**src/rtl/wtom_pkg.sv**
```systemverilog
package wtom_pkg;

	localparam logic KIND_TICK = 1'b0;
	localparam logic KIND_SET  = 1'b1;

	localparam int OUT_DEPTH = 4;
	localparam int OUT_PW    = $clog2(OUT_DEPTH);
	localparam int OUT_CW    = $clog2(OUT_DEPTH + 1);

	localparam logic [7:0] GAIN_RESET = 8'd200;

	typedef struct packed {
		logic              valid;
		logic signed [7:0] sample;
	} wtom_push_t;

	localparam logic [7:0] SINE_ROM [256] = '{
		8'd128, 8'd131, 8'd134, 8'd137, 8'd140, 8'd143, 8'd146, 8'd149,
		8'd152, 8'd155, 8'd158, 8'd161, 8'd164, 8'd167, 8'd170, 8'd173,
		8'd176, 8'd179, 8'd182, 8'd185, 8'd187, 8'd190, 8'd193, 8'd195,
		8'd198, 8'd201, 8'd203, 8'd206, 8'd208, 8'd210, 8'd213, 8'd215,
		8'd217, 8'd219, 8'd222, 8'd224, 8'd226, 8'd228, 8'd230, 8'd231,
		8'd233, 8'd235, 8'd236, 8'd238, 8'd240, 8'd241, 8'd242, 8'd244,
		8'd245, 8'd246, 8'd247, 8'd248, 8'd249, 8'd250, 8'd251, 8'd251,
		8'd252, 8'd253, 8'd253, 8'd254, 8'd254, 8'd254, 8'd254, 8'd254,
		8'd255, 8'd254, 8'd254, 8'd254, 8'd254, 8'd254, 8'd253, 8'd253,
		8'd252, 8'd251, 8'd251, 8'd250, 8'd249, 8'd248, 8'd247, 8'd246,
		8'd245, 8'd244, 8'd242, 8'd241, 8'd240, 8'd238, 8'd236, 8'd235,
		8'd233, 8'd231, 8'd230, 8'd228, 8'd226, 8'd224, 8'd222, 8'd219,
		8'd217, 8'd215, 8'd213, 8'd210, 8'd208, 8'd206, 8'd203, 8'd201,
		8'd198, 8'd195, 8'd193, 8'd190, 8'd187, 8'd185, 8'd182, 8'd179,
		8'd176, 8'd173, 8'd170, 8'd167, 8'd164, 8'd161, 8'd158, 8'd155,
		8'd152, 8'd149, 8'd146, 8'd143, 8'd140, 8'd137, 8'd134, 8'd131,
		8'd127, 8'd124, 8'd121, 8'd118, 8'd115, 8'd112, 8'd109, 8'd106,
		8'd103, 8'd100, 8'd97,  8'd94,  8'd91,  8'd88,  8'd85,  8'd82,
		8'd79,  8'd76,  8'd73,  8'd70,  8'd68,  8'd65,  8'd62,  8'd60,
		8'd57,  8'd54,  8'd52,  8'd49,  8'd47,  8'd45,  8'd42,  8'd40,
		8'd38,  8'd36,  8'd33,  8'd31,  8'd29,  8'd27,  8'd25,  8'd24,
		8'd22,  8'd20,  8'd19,  8'd17,  8'd15,  8'd14,  8'd13,  8'd11,
		8'd10,  8'd9,   8'd8,   8'd7,   8'd6,   8'd5,   8'd4,   8'd4,
		8'd3,   8'd2,   8'd2,   8'd1,   8'd1,   8'd1,   8'd1,   8'd1,
		8'd1,   8'd1,   8'd1,   8'd1,   8'd1,   8'd1,   8'd2,   8'd2,
		8'd3,   8'd4,   8'd4,   8'd5,   8'd6,   8'd7,   8'd8,   8'd9,
		8'd10,  8'd11,  8'd13,  8'd14,  8'd15,  8'd17,  8'd19,  8'd20,
		8'd22,  8'd24,  8'd25,  8'd27,  8'd29,  8'd31,  8'd33,  8'd36,
		8'd38,  8'd40,  8'd42,  8'd45,  8'd47,  8'd49,  8'd52,  8'd54,
		8'd57,  8'd60,  8'd62,  8'd65,  8'd68,  8'd70,  8'd73,  8'd76,
		8'd79,  8'd82,  8'd85,  8'd88,  8'd91,  8'd94,  8'd97,  8'd100,
		8'd103, 8'd106, 8'd109, 8'd112, 8'd115, 8'd118, 8'd121, 8'd124
	};

endpackage

```
**src/rtl/wtom_out_fifo.sv**
```systemverilog
module wtom_out_fifo
	import wtom_pkg::*;
(
	input  logic              clk,
	input  logic              arst_n,
	input  wtom_push_t        push,
	input  logic              pop,
	output logic              valid,
	output logic signed [7:0] sample
);

	logic signed [7:0] buf_q [OUT_DEPTH];
	logic [OUT_PW-1:0] wr_ptr_q;
	logic [OUT_PW-1:0] rd_ptr_q;
	logic [OUT_CW-1:0] count_q;
	logic              do_pop;

	assign valid  = (count_q != '0);
	assign do_pop = pop && valid;
	assign sample = buf_q[rd_ptr_q];

	always_ff @(posedge clk) begin
		if (push.valid) begin
			buf_q[wr_ptr_q] <= push.sample;
		end
	end

	always_ff @(posedge clk or negedge arst_n) begin
		if (!arst_n) begin
			wr_ptr_q <= '0;
			rd_ptr_q <= '0;
			count_q  <= '0;
		end else begin
			if (push.valid) begin
				wr_ptr_q <= wr_ptr_q + 1'b1;
			end
			if (do_pop) begin
				rd_ptr_q <= rd_ptr_q + 1'b1;
			end
			case ({push.valid, do_pop})
				2'b10:   count_q <= count_q + 1'b1;
				2'b01:   count_q <= count_q - 1'b1;
				default: count_q <= count_q;
			endcase
		end
	end

endmodule

```
**src/rtl/wavetable_oscillator_mixer_unit.sv**
```systemverilog
// Channel | Direction | tvalid/tready      | Contents
// s       | in        | s_tvalid, s_tready | tuser: kind; tdata: voice, phase_step, volume
// m       | out       | m_tvalid, m_tready | tdata: sample, audio_word
//
// A tick reads the voice memories for voices 0 through NUM_VOICES-1, one voice per
// cycle, and holds s_tready low until the last voice is issued; a set-voice word
// is written to the parameter memory as it is accepted.
// Reset clears memory valid bits, not contents; unwritten voices read step 0, gain 200.
// Results queue in a four-word buffer; ticks stall once four are outstanding,
// so a stalled output never blocks until that buffer is full.
module wavetable_oscillator_mixer_unit
	import wtom_pkg::*;
#(
	parameter int NUM_VOICES = 3
) (
	input  logic        clk,
	input  logic        arst_n,
	input  logic        s_tvalid,
	output logic        s_tready,
	input  logic [47:0] s_tdata,  // voice[1:0], phase_step[33:2], volume[41:34], zero
	input  logic [0:0]  s_tuser,  // kind[0]
	output logic        m_tvalid,
	input  logic        m_tready,
	output logic [39:0] m_tdata   // sample[7:0], audio_word[39:8]
);

	localparam int VW      = (NUM_VOICES > 1) ? $clog2(NUM_VOICES) : 1;
	localparam int AW_EXT  = (VW > 2) ? VW : 2;
	localparam int MIX_W   = 9 + $clog2(NUM_VOICES);
	localparam int RECIP_W = 17;
	localparam int PROD_W  = MIX_W + RECIP_W;
	localparam logic [RECIP_W-1:0] RECIP = RECIP_W'((65536 + NUM_VOICES - 1) / NUM_VOICES);
	localparam logic [VW-1:0] LAST_V = VW'(NUM_VOICES - 1);

	logic [1:0]  in_voice;
	logic [31:0] in_step;
	logic [7:0]  in_gain;
	logic        in_kind;
	logic        in_acc;
	logic        tick_acc;
	logic        set_acc;
	logic [AW_EXT-1:0] voice_x;
	logic [VW-1:0]     set_addr;

	assign in_voice = s_tdata[1:0];
	assign in_step  = s_tdata[33:2];
	assign in_gain  = s_tdata[41:34];
	assign in_kind  = s_tuser[0];
	assign voice_x  = AW_EXT'(in_voice);
	assign set_addr = voice_x[VW-1:0];

	logic              busy_q;
	logic [VW-1:0]     vcnt_q;
	logic [OUT_CW-1:0] outstanding_q;
	logic              can_tick;
	logic              out_pop;

	assign can_tick = (outstanding_q < OUT_CW'(OUT_DEPTH));
	assign s_tready = !busy_q && can_tick;
	assign in_acc   = s_tvalid && s_tready;
	assign tick_acc = in_acc && (in_kind == KIND_TICK);
	assign set_acc  = in_acc && (in_kind == KIND_SET) && (32'(in_voice) < NUM_VOICES);

	logic          iss_vld;
	logic [VW-1:0] iss_addr;

	assign iss_vld  = tick_acc || busy_q;
	assign iss_addr = busy_q ? vcnt_q : '0;

	always_ff @(posedge clk or negedge arst_n) begin
		if (!arst_n) begin
			busy_q <= 1'b0;
			vcnt_q <= '0;
		end else if (iss_vld) begin
			busy_q <= (iss_addr != LAST_V);
			vcnt_q <= iss_addr + 1'b1;
		end
	end

	// voice memories: accumulators, and step with gain
	logic [31:0] acc_mem [NUM_VOICES];
	logic [39:0] prm_mem [NUM_VOICES];
	logic [NUM_VOICES-1:0] acc_vld_q;
	logic [NUM_VOICES-1:0] prm_vld_q;

	logic [31:0]   acc_rd_s1;
	logic [39:0]   prm_rd_s1;
	logic          acc_ok_s1;
	logic          prm_ok_s1;
	logic          v_s1;
	logic          first_s1;
	logic          last_s1;
	logic [VW-1:0] addr_s1;

	logic          fwd_vld_q;
	logic [VW-1:0] fwd_addr_q;
	logic [31:0]   fwd_data_q;

	logic [31:0] acc_old;
	logic [31:0] step_s1;
	logic [7:0]  gain_s1;
	logic [31:0] acc_new;

	always_comb begin
		if (fwd_vld_q && (fwd_addr_q == addr_s1)) begin
			acc_old = fwd_data_q;
		end else if (acc_ok_s1) begin
			acc_old = acc_rd_s1;
		end else begin
			acc_old = '0;
		end
		step_s1 = prm_ok_s1 ? prm_rd_s1[31:0] : '0;
		gain_s1 = prm_ok_s1 ? prm_rd_s1[39:32] : GAIN_RESET;
		acc_new = acc_old + step_s1;
	end

	always_ff @(posedge clk) begin
		acc_rd_s1 <= acc_mem[iss_addr];
		prm_rd_s1 <= prm_mem[iss_addr];
		acc_ok_s1 <= acc_vld_q[iss_addr];
		prm_ok_s1 <= prm_vld_q[iss_addr];
		addr_s1   <= iss_addr;
		if (v_s1) begin
			acc_mem[addr_s1] <= acc_new;
		end
		if (set_acc) begin
			prm_mem[set_addr] <= {in_gain, in_step};
		end
		fwd_addr_q <= addr_s1;
		fwd_data_q <= acc_new;
	end

	always_ff @(posedge clk or negedge arst_n) begin
		if (!arst_n) begin
			acc_vld_q <= '0;
			prm_vld_q <= '0;
			fwd_vld_q <= 1'b0;
		end else begin
			if (v_s1) begin
				acc_vld_q[addr_s1] <= 1'b1;
			end
			if (set_acc) begin
				prm_vld_q[set_addr] <= 1'b1;
			end
			fwd_vld_q <= v_s1;
		end
	end

	// voice datapath
	logic              v_s2, v_s3, v_s4, v_s5, v_s6;
	logic              first_s2, first_s3, first_s4;
	logic              last_s2, last_s3, last_s4;
	logic signed [8:0] cent_s2;
	logic [7:0]        gain_s2;
	logic signed [17:0] prod_s3;
	logic signed [7:0] term_s4;
	logic signed [MIX_W-1:0] mix_q;
	logic signed [MIX_W-1:0] sum_s5;
	logic [PROD_W-1:0] prod_s6;
	logic              neg_s6;

	logic        neg3;
	logic [17:0] mag3;
	logic [16:0] q3;
	logic [7:0]  tq3;
	logic signed [MIX_W-1:0] mix_sum;
	logic        neg5;
	logic [MIX_W-1:0] mag5;
	logic [7:0]  q6;
	wtom_push_t  push;

	always_comb begin
		neg3 = prod_s3[17];
		mag3 = neg3 ? 18'(-prod_s3) : 18'(prod_s3);
		q3   = (17'(mag3[14:0]) + 17'd1 + 17'(mag3[14:8])) >> 8;
		tq3  = q3[7:0];
		mix_sum = (first_s4 ? MIX_W'(0) : mix_q) + MIX_W'(term_s4);
		neg5 = sum_s5[MIX_W-1];
		mag5 = neg5 ? MIX_W'(-sum_s5) : MIX_W'(sum_s5);
		q6   = prod_s6[23:16];
		push.valid  = v_s6;
		push.sample = neg_s6 ? 8'(-$signed(q6)) : $signed(q6);
	end

	always_ff @(posedge clk) begin
		cent_s2 <= $signed({1'b0, SINE_ROM[acc_new[31:24]]}) - 9'sd128;
		gain_s2 <= gain_s1;
		prod_s3 <= 18'(cent_s2) * 18'($signed({1'b0, gain_s2}));
		term_s4 <= neg3 ? 8'(-$signed(tq3)) : $signed(tq3);
		if (v_s4) begin
			mix_q <= mix_sum;
		end
		if (v_s4 && last_s4) begin
			sum_s5 <= mix_sum;
		end
		prod_s6 <= PROD_W'(mag5) * PROD_W'(RECIP);
		neg_s6  <= neg5;
	end

	always_ff @(posedge clk or negedge arst_n) begin
		if (!arst_n) begin
			v_s1     <= 1'b0;
			v_s2     <= 1'b0;
			v_s3     <= 1'b0;
			v_s4     <= 1'b0;
			v_s5     <= 1'b0;
			v_s6     <= 1'b0;
			first_s1 <= 1'b0;
			first_s2 <= 1'b0;
			first_s3 <= 1'b0;
			first_s4 <= 1'b0;
			last_s1  <= 1'b0;
			last_s2  <= 1'b0;
			last_s3  <= 1'b0;
			last_s4  <= 1'b0;
		end else begin
			v_s1     <= iss_vld;
			first_s1 <= (iss_addr == '0);
			last_s1  <= (iss_addr == LAST_V);
			v_s2     <= v_s1;
			first_s2 <= first_s1;
			last_s2  <= last_s1;
			v_s3     <= v_s2;
			first_s3 <= first_s2;
			last_s3  <= last_s2;
			v_s4     <= v_s3;
			first_s4 <= first_s3;
			last_s4  <= last_s3;
			v_s5     <= v_s4 && last_s4;
			v_s6     <= v_s5;
		end
	end

	// output buffer and credit
	logic signed [7:0] out_sample;

	assign out_pop = m_tvalid && m_tready;

	wtom_out_fifo u_out_fifo (
		.clk    (clk),
		.arst_n (arst_n),
		.push   (push),
		.pop    (m_tready),
		.valid  (m_tvalid),
		.sample (out_sample)
	);

	assign m_tdata = {out_sample, 24'd0, out_sample};

	always_ff @(posedge clk or negedge arst_n) begin
		if (!arst_n) begin
			outstanding_q <= '0;
		end else begin
			case ({tick_acc, out_pop})
				2'b10:   outstanding_q <= outstanding_q + 1'b1;
				2'b01:   outstanding_q <= outstanding_q - 1'b1;
				default: outstanding_q <= outstanding_q;
			endcase
		end
	end

	assert property (@(posedge clk) disable iff (!arst_n)
		outstanding_q <= OUT_CW'(OUT_DEPTH))
		else $error("outstanding tick count above buffer depth");

	assert property (@(posedge clk) disable iff (!arst_n)
		m_tvalid |-> (outstanding_q != '0))
		else $error("result offered with no tick outstanding");

	assert property (@(posedge clk) disable iff (!arst_n)
		tick_acc |=> (busy_q == (NUM_VOICES > 1)))
		else $error("voice sequencer did not start on tick");

	assert property (@(posedge clk) disable iff (!arst_n)
		v_s1 |-> (32'(addr_s1) < NUM_VOICES))
		else $error("accumulator write beyond voice count");

endmodule
```
**config.mk**
```make
export PLATFORM = sky130hd
export DESIGN_NAME = wavetable_oscillator_mixer_unit
export DESIGN_NICKNAME = d
export VERILOG_FILES = /design/src/rtl/wtom_pkg.sv /design/src/rtl/wtom_out_fifo.sv /design/src/rtl/wavetable_oscillator_mixer_unit.sv
export SDC_FILE = /design/constraint.sdc
export NUM_CORES = 1
export LEC_CHECK = 0
export ABC_AREA = 1
export BUFFER_PORTS_ARGS = -buffer_cell sky130_fd_sc_hd__buf_2
export CAP_MARGIN = 20
export CORE_MARGIN = 3
export CORE_UTILIZATION = 29
export CTS_CLUSTER_DIAMETER = 30
export DETAILED_ROUTE_END_ITERATION = 10
export MAX_ROUTING_LAYER = met4
export PLACE_DENSITY = 0.46
export SLEW_MARGIN = 30
export SYNTH_ARGS = -nofsm -noshare
export SYNTH_HDL_FRONTEND = slang
export SYNTH_SLANG_ARGS = --single-unit
```
**constraint.sdc**
```tcl
create_clock -name clk -period 6.71 [get_ports clk]
set_input_delay 0.671 -clock clk [delete_from_list [all_inputs] [get_ports clk]]
set_output_delay 0.671 -clock clk [all_outputs]
set_load 0.01 [all_outputs]
```
; Word level (Yosys, flattened, before mapping)
; Memory sizes are Yosys's and may differ from the RTL's. A register that Yosys moved wholly into a read port is not among the register bits.
; Index checks and enable logic that the tools add are counted.
[totals]
register_bits = 160
ramBits = 248
mem_bits_ro = 2048
in_bits = 53
output_inout_bits = 42
wordCells = 119
memories = 4
[op_classes]
n_addsub = 16
mul = 2
magnitude_cmp = 8
n_eq_ne = 7
muxes = 27
bitwise = 4
reduce_logical = 16
[mem_list]
columns = name, words, word_bits, read_ports, rd_ports_with_merged_regs, write_ports, line
row1 = (no name shown), 256, 8, 1, 0, 0, wavetable_oscillator_mixer_unit.sv:186  ; cent_s2 <= $signed({1'b0, SINE_ROM[acc_new[31:24]]}) - 9'sd128;
row2 = prm_mem, 3, 40, 1, 1, 1, wavetable_oscillator_mixer_unit.sv:82  ; logic [39:0] prm_mem [NUM_VOICES];
row3 = acc_mem, 3, 32, 1, 1, 1, wavetable_oscillator_mixer_unit.sv:81  ; logic [31:0] acc_mem [NUM_VOICES];
row4 = u_out_fifo.buf_q, 4, 8, 1, 0, 1, wtom_out_fifo.sv:12  ; logic signed [7:0] buf_q [OUT_DEPTH];
[ops]
columns = cell, n
row1 = $mux W32, 3
row2 = $add A32 B32 Y32, 1
row3 = $mux W8, 4
row4 = $mul A11 B14 Y23 const B, 1
row5 = $mux W11, 2
row6 = $mul A9 B9 Y18, 1
row7 = $add A15 B1 Y16 const B, 1
row8 = $add A16 B7 Y16, 1
row9 = $neg A8 Y8, 2
row10 = $mux W15, 1
row11 = $neg A15 Y15, 1
row12 = $pmux W3 S2, 2
row13 = $add A11 B8 Y11, 1
row14 = $neg A11 Y11, 1
row15 = $logic_and A1 B1 Y1, 10
row16 = $mux W1, 10
row17 = $ge A9 B9 Y1 const B, 1
row18 = $lt A2 B3 Y1 const B, 3
row19 = $not A8 Y9, 1
row20 = $sub A8 B8 Y9 const B, 1
row21 = $add A2 B1 Y2 const B, 3
row22 = $add A3 B1 Y3 const B, 2
row23 = $eq A2 B2 Y1 const B, 3
row24 = $or A3 B3 Y3, 2
row25 = other kinds (16), 22

; Logic depth before layout (Yosys ltp)
; Gate-level depths: netlist (run 1).
[logic_depth]
depth_word = 9
depth_mapped = 31
mapped_depth_nobuf = 30

; Cells and area by module
; From an unflattened synthesis (run 1), not the netlist that was laid out.
[unflattened]
hier_cells = 2877
area_unflattened_um2 = 26116.3
[modules_own_cells]
columns = mod, n_inst, cells_each, area_per_inst_um2, seq_area_each_um2
row1 = wavetable_oscillator_mixer_unit, 1, 2728, 24397.1, 10960.5
row2 = wtom_out_fifo, 1, 149, 1719.1, 1136.1

; Least setup slack after synthesis (run 1)
; No wires, ideal clock.
[synth_timing]
path_type = reg2reg
from = register sum_s5[0]
to = register prod_s6[23]
setup_ns = 0.072
arrival_ns = 5.351
required_ns = 6.638
path_slack_ns = 1.287
path_stages_with_launch = 27
n_path_buf = 0
synth_period_minus_slack_ns = 5.423
cell_sequence = edfxtp_1 inv_1 ha_1 inv_1 nor3_1 nor3b_1 inv_1 nor2_1 inv_1 nor4_1 ha_1 inv_1 fa_1 inv_1 fa_1 fa_1 inv_1 fa_1 inv_1 ha_1 a21oi_1 o21ai_0 a221oi_1 nand3_1 a21o_1 a21oi_1 xnor2_1
[synth_via]
elab_chain_cells = 3
[synth_rtl]
columns = element, line
row1 = from (decl), wavetable_oscillator_mixer_unit.sv:158  ; logic signed [MIX_W-1:0] sum_s5;
row2 = from (signal assigned), wavetable_oscillator_mixer_unit.sv:194  ; sum_s5 <= mix_sum;
row3 = $neg A11 Y11, wavetable_oscillator_mixer_unit.sv:179  ; mag5 = neg5 ? MIX_W'(-sum_s5) : MIX_W'(sum_s5);
row4 = $mux W11 (*), wavetable_oscillator_mixer_unit.sv:179
row5 = $mul A11 B14 Y23 (*), wavetable_oscillator_mixer_unit.sv:196  ; prod_s6 <= PROD_W'(mag5) * PROD_W'(RECIP);
row6 = to (signal assigned), wavetable_oscillator_mixer_unit.sv:196
row7 = to (decl), wavetable_oscillator_mixer_unit.sv:159  ; logic [PROD_W-1:0] prod_s6;
; Every way passes the cells marked *; elsewhere a longest branch is shown, timed or not.
; A chain may end at the register's enable or synchronous reset.

; Worst setup path after layout (run 1)
[layout_timing]
from = register sum_s5[1]
to = register prod_s6[23]
; Same word-level chain as after synthesis.

==> summary.md, run 1 <==
| Metric | Value |
|---|---|
| Initial Utilization | 0.294 |
| Hold Crit Class | in -> async |
| CP max FO | 3 |
| Crit end category | flop |
| Placeable core area | approximately 89,000 um2 |
| Final hold vios | 0 |
| CTS tree | built |
| Sequential area share after synthesis | 0.464 |
| Slew HR | 0.399 |
| Synth-to-layout area growth | 18.7% |
| Peak Freq | around 170 MHz |
| Compound-gate portion of the synthesized area | 0.0659 |
| Largest cells by area after synthesis | edfxtp_1 31%, dfxtp_1 12%, nand2_1 9.4% |
| Critical Path RT | 7.24 ns |
| Ys flop type | edfxtp_1 |
| Placed Cells incl. Taps | about 4,000 |
| Final wirelength | roughly 60 mm |
| Design area | roughly 31,000 um2 |
| Max H-tree Level | 3 |
| Yosys reg bits | 461 |
| Netlist cell types | between 60 and 70 |
| Post-CTS Resized | 0 |
| Routability Congestion | approximately 0.83 |
| 1st-iter DRT viols | roughly 810 |
| Inserted Diodes | 0 |
| Yosys top cell by area | edfxtp_1 |
| Clk slew on worst S/H paths | roughly 0.050 ns |
| Die Y | slightly above 300 um |
| Synth top area share | 0.311 |
| Clock Path Buffers | 3 |
| Startpoint Class | flop |
| Synth Area in XOR/XNOR | 0.0312 |
| Largest net degree at the start of global routing | 80 |
| Initial antenna violation count | 1 |
| Cell row count | 109 |
| Synth cell count leaders | 650 x nand2_1, 442 x inv_1, 270 x edfxtp_1 |
| 1st-pass router iterations | 5 |
| ANT nets after route | 0 |
| Min Tclk post-route | between 5 and 6 ns |
| Worst path max stage delay | between 0.5 and 0.6 ns |
| DP Area | about 27,000 um2 |
| RSZ-0062 raised after global routing | no |
| IO Port Bufs | 64 |
| DR vias | approximately 18,000 |
| Global route overflow | 0 |
| Final TNS setup | 0 ns |
| Layout cells sized above 1 | 0.108 |
| Clk_skew | 0.0321 ns |
| Synth async-reset ratio | 0.0716 |
| Final Util | 0.348 |
| Worst EP arrival | between 6 and 7 ns |
| CTS sink cnt | 461 |
| Synth Instances | 2,838 |
| Worst skew pair latency | around 0.65 ns |
| Clock root cell | clkbuf_16 |
| Part of the cycle the worst path needs | 0.891 |
| Post-CTS Hold Fix Bufs | 0 |
| Vias per cell | about 4.4 |
| Avg WL per Cell | between 10 and 15 um |
| Outcome | finished clean |
| Setup violators final | 0 |
| DR DRC count | 0 |
| DIE AREA | 93,500 um2 |
| Vias in the first global route | 18,100 |
| Synth Area in Adders | 0.154 |
| Cts bufs inserted | just under 100 |
| Final Max Tran Viols | 0 |
| IO Count | 95 |
| Crit-path slowest cell | fa_1 |
| CP Class | reg -> reg |
| Synthesized area | between 20,000 and 30,000 um2 |
| Die Span X | between 300 and 400 um |
| All-Layer GR Usage | 0.132 |
| Synthesized-area fraction occupied by and/or/nand/nor cells | 0.192 |
| Layout Cells excl Fill | roughly 4,200 |
| Net count, final | approximately 3,200 |
| Mean Syn Cell Area | 9.18 um2 |
| HPWL after detailed placement | ~40 mm |
| First-pass GRT wire length | just under 100 mm |
| Main combinational cell family by area after synthesis | simple AND/OR/NAND/NOR gates |
| Setup Fix Bufs, Post-CTS | 0 |
| Most common cell in the netlist | nand2_1 |
| Post-synth EDFFs | 270 |
| Yosys Warn Count | 0 |
| Post-synthesis mux area share | 0 |
| Slew at the pin closest to its max-slew limit | about 0.90 ns |
| Number of max-cap violations | 0 |
| Most Frequent Cell on Critical Path | inv_1 |
[cell usage in the layout, fill, tap and decap left out, drive strengths merged, types with 9 or more instances in the layout]
cell type / count
nand2: 680
inv: 457
edfxtp: 270
nand3: 229
nor2: 191
ha: 168
dfxtp: 158
clkbuf: 134
fa: 96
o21ai: 94
a21oi: 86
buf: 80
a31oi: 77
xor2: 61
dfrtp: 33
xnor2: 30
conb: 24
clkinv: 24
nand4: 17
nor3: 17
bufinv: 14
o22ai: 9
[state kept, by name, indices dropped and copies added, names as in the netlist, 11 cells and up]
register	count
acc_mem	96
acc_rd_s1	32
fwd_data_q	31
mix_q	11
prm_mem	120
prm_rd_s1	40
prod_s3	16
sum_s5	11
u_out_fifo.buf_q	32
[layout make-up]
class	count	area, um2
clock buffer	134	2760
clock inverter	50	756
fill	9114	57900
inverter	449	1690
multi-input combinational	1826	11700
sequential	461	12100
tap	1165	1460
timing repair buffer	80	463
[worst max-delay path, delay by kind of cell, from the launching register on]
| kind | cells | cell delay [ns] |
|---|---|---|
| flops | 1 | 0.38 |
| compound gates | 5 | 0.94 |
| xor+xnor | 1 | 0.13 |
| buf+inv | 8 | 0.54 |
| fa+ha+maj | 7 | 2.77 |
| simple gates | 5 | 1.11 |
[metrics by stage]
step | hold WS [ns] | setup slack (ns)
detailed placement | 0.335 | 0.730
finish | 0.0118 | 0.731
floorplan | 0.331 | 1.29
CTS | 0.166 | 0.685
global route | 0.0187 | 0.133
global placement | 0.332 | 0.767
[per-layer routing]
layer	routed length, um	up-vias	global-route usage
met5	0	-	-
met3	2600	93	0.0256
met4	1170	0	0.0369
met1	29500	8578	0.178
met2	26800	325	0.203
li1	-	9323	-
[cell families (layout without fill, tap and decap cells)]
family	after synthesis	after routing
adders and majority gates	264	264
xor gates and xnor gates	91	91
and+or+nand+nor	1153	1153
AOI/OAI and AO/OA	294	294
other	1	24
buffers and inverters	574	713
DFF	461	461
[worst paths after layout]
check / slack, ns / from / cells past startpoint / to
hold reg to reg: 0.32 / last_s2 / 0 / last_s3
max in group asynchronous: 6.33 / arst_n / 1 / vcnt_q[0]
hold / removal: 0.01 / arst_n / 1 / last_s4
min in group clk: 0.22 / s_tdata[22] / 1 / prm_mem[2][20]
setup / recovery: 0.73 / sum_s5[1] / 26 / prod_s6[23]
setup reg to reg: 0.73 / sum_s5[1] / 26 / prod_s6[23]
Power of run 1 is left out: the tool's default activity adds up to more than one toggle a clock period on the data nets, which glitch-free logic cannot reach.
==> run 2, diff against run 1 <==
- BUFFER_PORTS_ARGS: -buffer_cell sky130_fd_sc_hd__buf_2 -> -buffer_cell sky130_fd_sc_hd__clkbuf_2
- CORE_UTILIZATION: 29 -> 59
- CTS_BUF_LIST: default -> sky130_fd_sc_hd__clkbuf_4 sky130_fd_sc_hd__clkbuf_8
- PLACE_DENSITY: 0.46 -> 0.79
==> run 2 against run 1 <==
Clock skew about the same. Core utilization increased by 31 points. Die area is 50% lower. Final cell count is 15% lower. Setup slack worse by 0.14 ns. Register-to-register slack got worse by 0.14 ns. Critical endpoint unchanged. First-iteration DRC count rose by 45%. Largest cell class unchanged.
==> summary.md, run 2 (synthesis results as in run 1) <==
| Metric | Value |
|---|---|
| Placed Cells incl. Taps | 3,399 |
| 1st-iter DRT viols | 1,172 |
| IO Count | 95 |
| Final worst setup slack | about 0.59 ns |
| Part of the cycle the worst path needs | 0.912 |
| Slew HR | 0.376 |
| Routability Congestion | around 0.95 |
| Setup Fix Bufs, Post-CTS | 0 |
| Top reg by flops | prm_mem |
| Most common cell after layout, fill and taps aside | nand2_1 |
| RSZ-0062 raised after global routing | no |
| 1st-pass router iterations | 5 |
| Die Span X | between 200 and 250 um |
| Inserted Diodes | 0 |
| Reg2Reg Capture Point | prod_s6[23] |
| Largest regs | prm_mem x120, acc_mem x96, prm_rd_s1 x40 |
| Max H-tree Level | 3 |
| Cell family with most CP delay | adder cells |
| Vias in the first global route | 19,000 |
| Clock root cell | clkbuf_8 |
| ANT nets after route | 0 |
| Initial Utilization | 0.601 |
| CP Buf/Inv Count | 8 |
| Final hold vios | 0 |
| Cts bufs inserted | 85 |
| DIE AREA | roughly 47,000 um2 |
| Crit-path slowest cell | fa_1 |
| Vias per cell | 5.32 |
| Critical Path RT | about 7.3 ns |
| CP Class | reg -> reg |
| FF-to-FF Start | sum_s5[0] |
| All-Layer GR Usage | 0.244 |
| Min Tclk post-route | 6.12 ns |
| Clock Path Buffers | 3 |
| Worst path max stage delay | about 0.55 ns |
| DR vias | between 15,000 and 20,000 |
| Worst skew pair latency | roughly 0.64 ns |
| Placement Setup Slack | 0.413 ns |
| Final Max Tran Viols | 0 |
| Hold Crit Class | in -> async |
| Setup slack, reg-to-reg | about 0.59 ns |
| Post-CTS Hold Fix Bufs | 0 |
| Initial antenna violation count | 0 |
| Most Frequent Cell on Critical Path | inv_1 |
| CP max FO | 7 |
| Cell row count | 76 |
| Placeable core area | about 43,000 um2 |
| Largest net degree at the start of global routing | around 90 |
| Setup violators final | 0 |
| Outcome | finished clean |
| Avg WL per Cell | between 15 and 20 um |
| Final TNS setup | 0 ns |
| Final wirelength | between 50 and 60 mm |
| First-pass GRT wire length | around 91 mm |
| Net count, final | 3,218 |
| Startpoint Class | flop |
| Die Y | around 220 um |
| Global route overflow | 0 |
| Number of max-cap violations | 0 |
| CTS tree | built |
| CTS sink cnt | 461 |
| Slew at the pin closest to its max-slew limit | 0.937 ns |
| Peak Freq | 163 MHz |
| Layout cells sized above 1 | 0.105 |
| Worst EP arrival | about 6.7 ns |
| Largest register FFs | between 100 and 150 |
| Synth-to-layout area growth | 9.62% |
| Layout Cells excl Fill | 3,559 |
| Commonest non-fill, non-tap cells in the layout | 648 x nand2_1, 442 x inv_1, 270 x edfxtp_1 |
| Clk slew on worst S/H paths | around 0.060 ns |
| R2r worst-path depth | 26 |
| HPWL after detailed placement | 39.0 mm |
| IO Port Bufs | 64 |
| Clk_skew | between 0.03 and 0.04 ns |
| DR DRC count | 0 |
| Post-CTS Resized | 0 |
| Crit end category | flop |
[run 2: worst max path at each step]
| stage | startpoint | to | cells after the start |
|---|---|---|---|
| after global routing | sum_s5[0] | prod_s6[23] | 26 |
| after CTS | sum_s5[0] | prod_s6[23] | 26 |
| final | sum_s5[0] | prod_s6[23] | 26 |
| after global placement | sum_s5[0] | prod_s6[23] | 26 |
| after detailed placement | sum_s5[0] | prod_s6[23] | 26 |
| after floorplan | sum_s5[0] | prod_s6[23] | 26 |
[run 2: final cells by class]
type | count | area, um2
fillers | 3394 | 14800
clock inverters | 44 | 412
multi-input cells | 1826 | 11700
flip-flops and latches | 461 | 12100
inverters | 449 | 1690
repair buffers | 78 | 465
clock buffers | 116 | 1450
well taps | 585 | 732
[run 2: routing by layer]
metal / vias up / part of all wire / GRT usage
met5: - / 0 / -
met4: 0 / 0.020 / 0.0784
met3: 92 / 0.053 / 0.0331
met2: 534 / 0.49 / 0.406
met1: 9034 / 0.44 / 0.312
li1: 9287 / - / -
[run 2: metrics by stage]
step	cell area, um2	hold slack (ns)	util
3_5_place_dp	26700	0.335	0.615
3_3_place_gp	26600	0.333	0.614
2_1_floorplan	26100	0.331	-
5_1_grt	28600	0.178	0.659
6_report	28600	0.138	0.659
4_1_cts	28500	0.114	0.658
Power of run 2 is left out for the same reason.
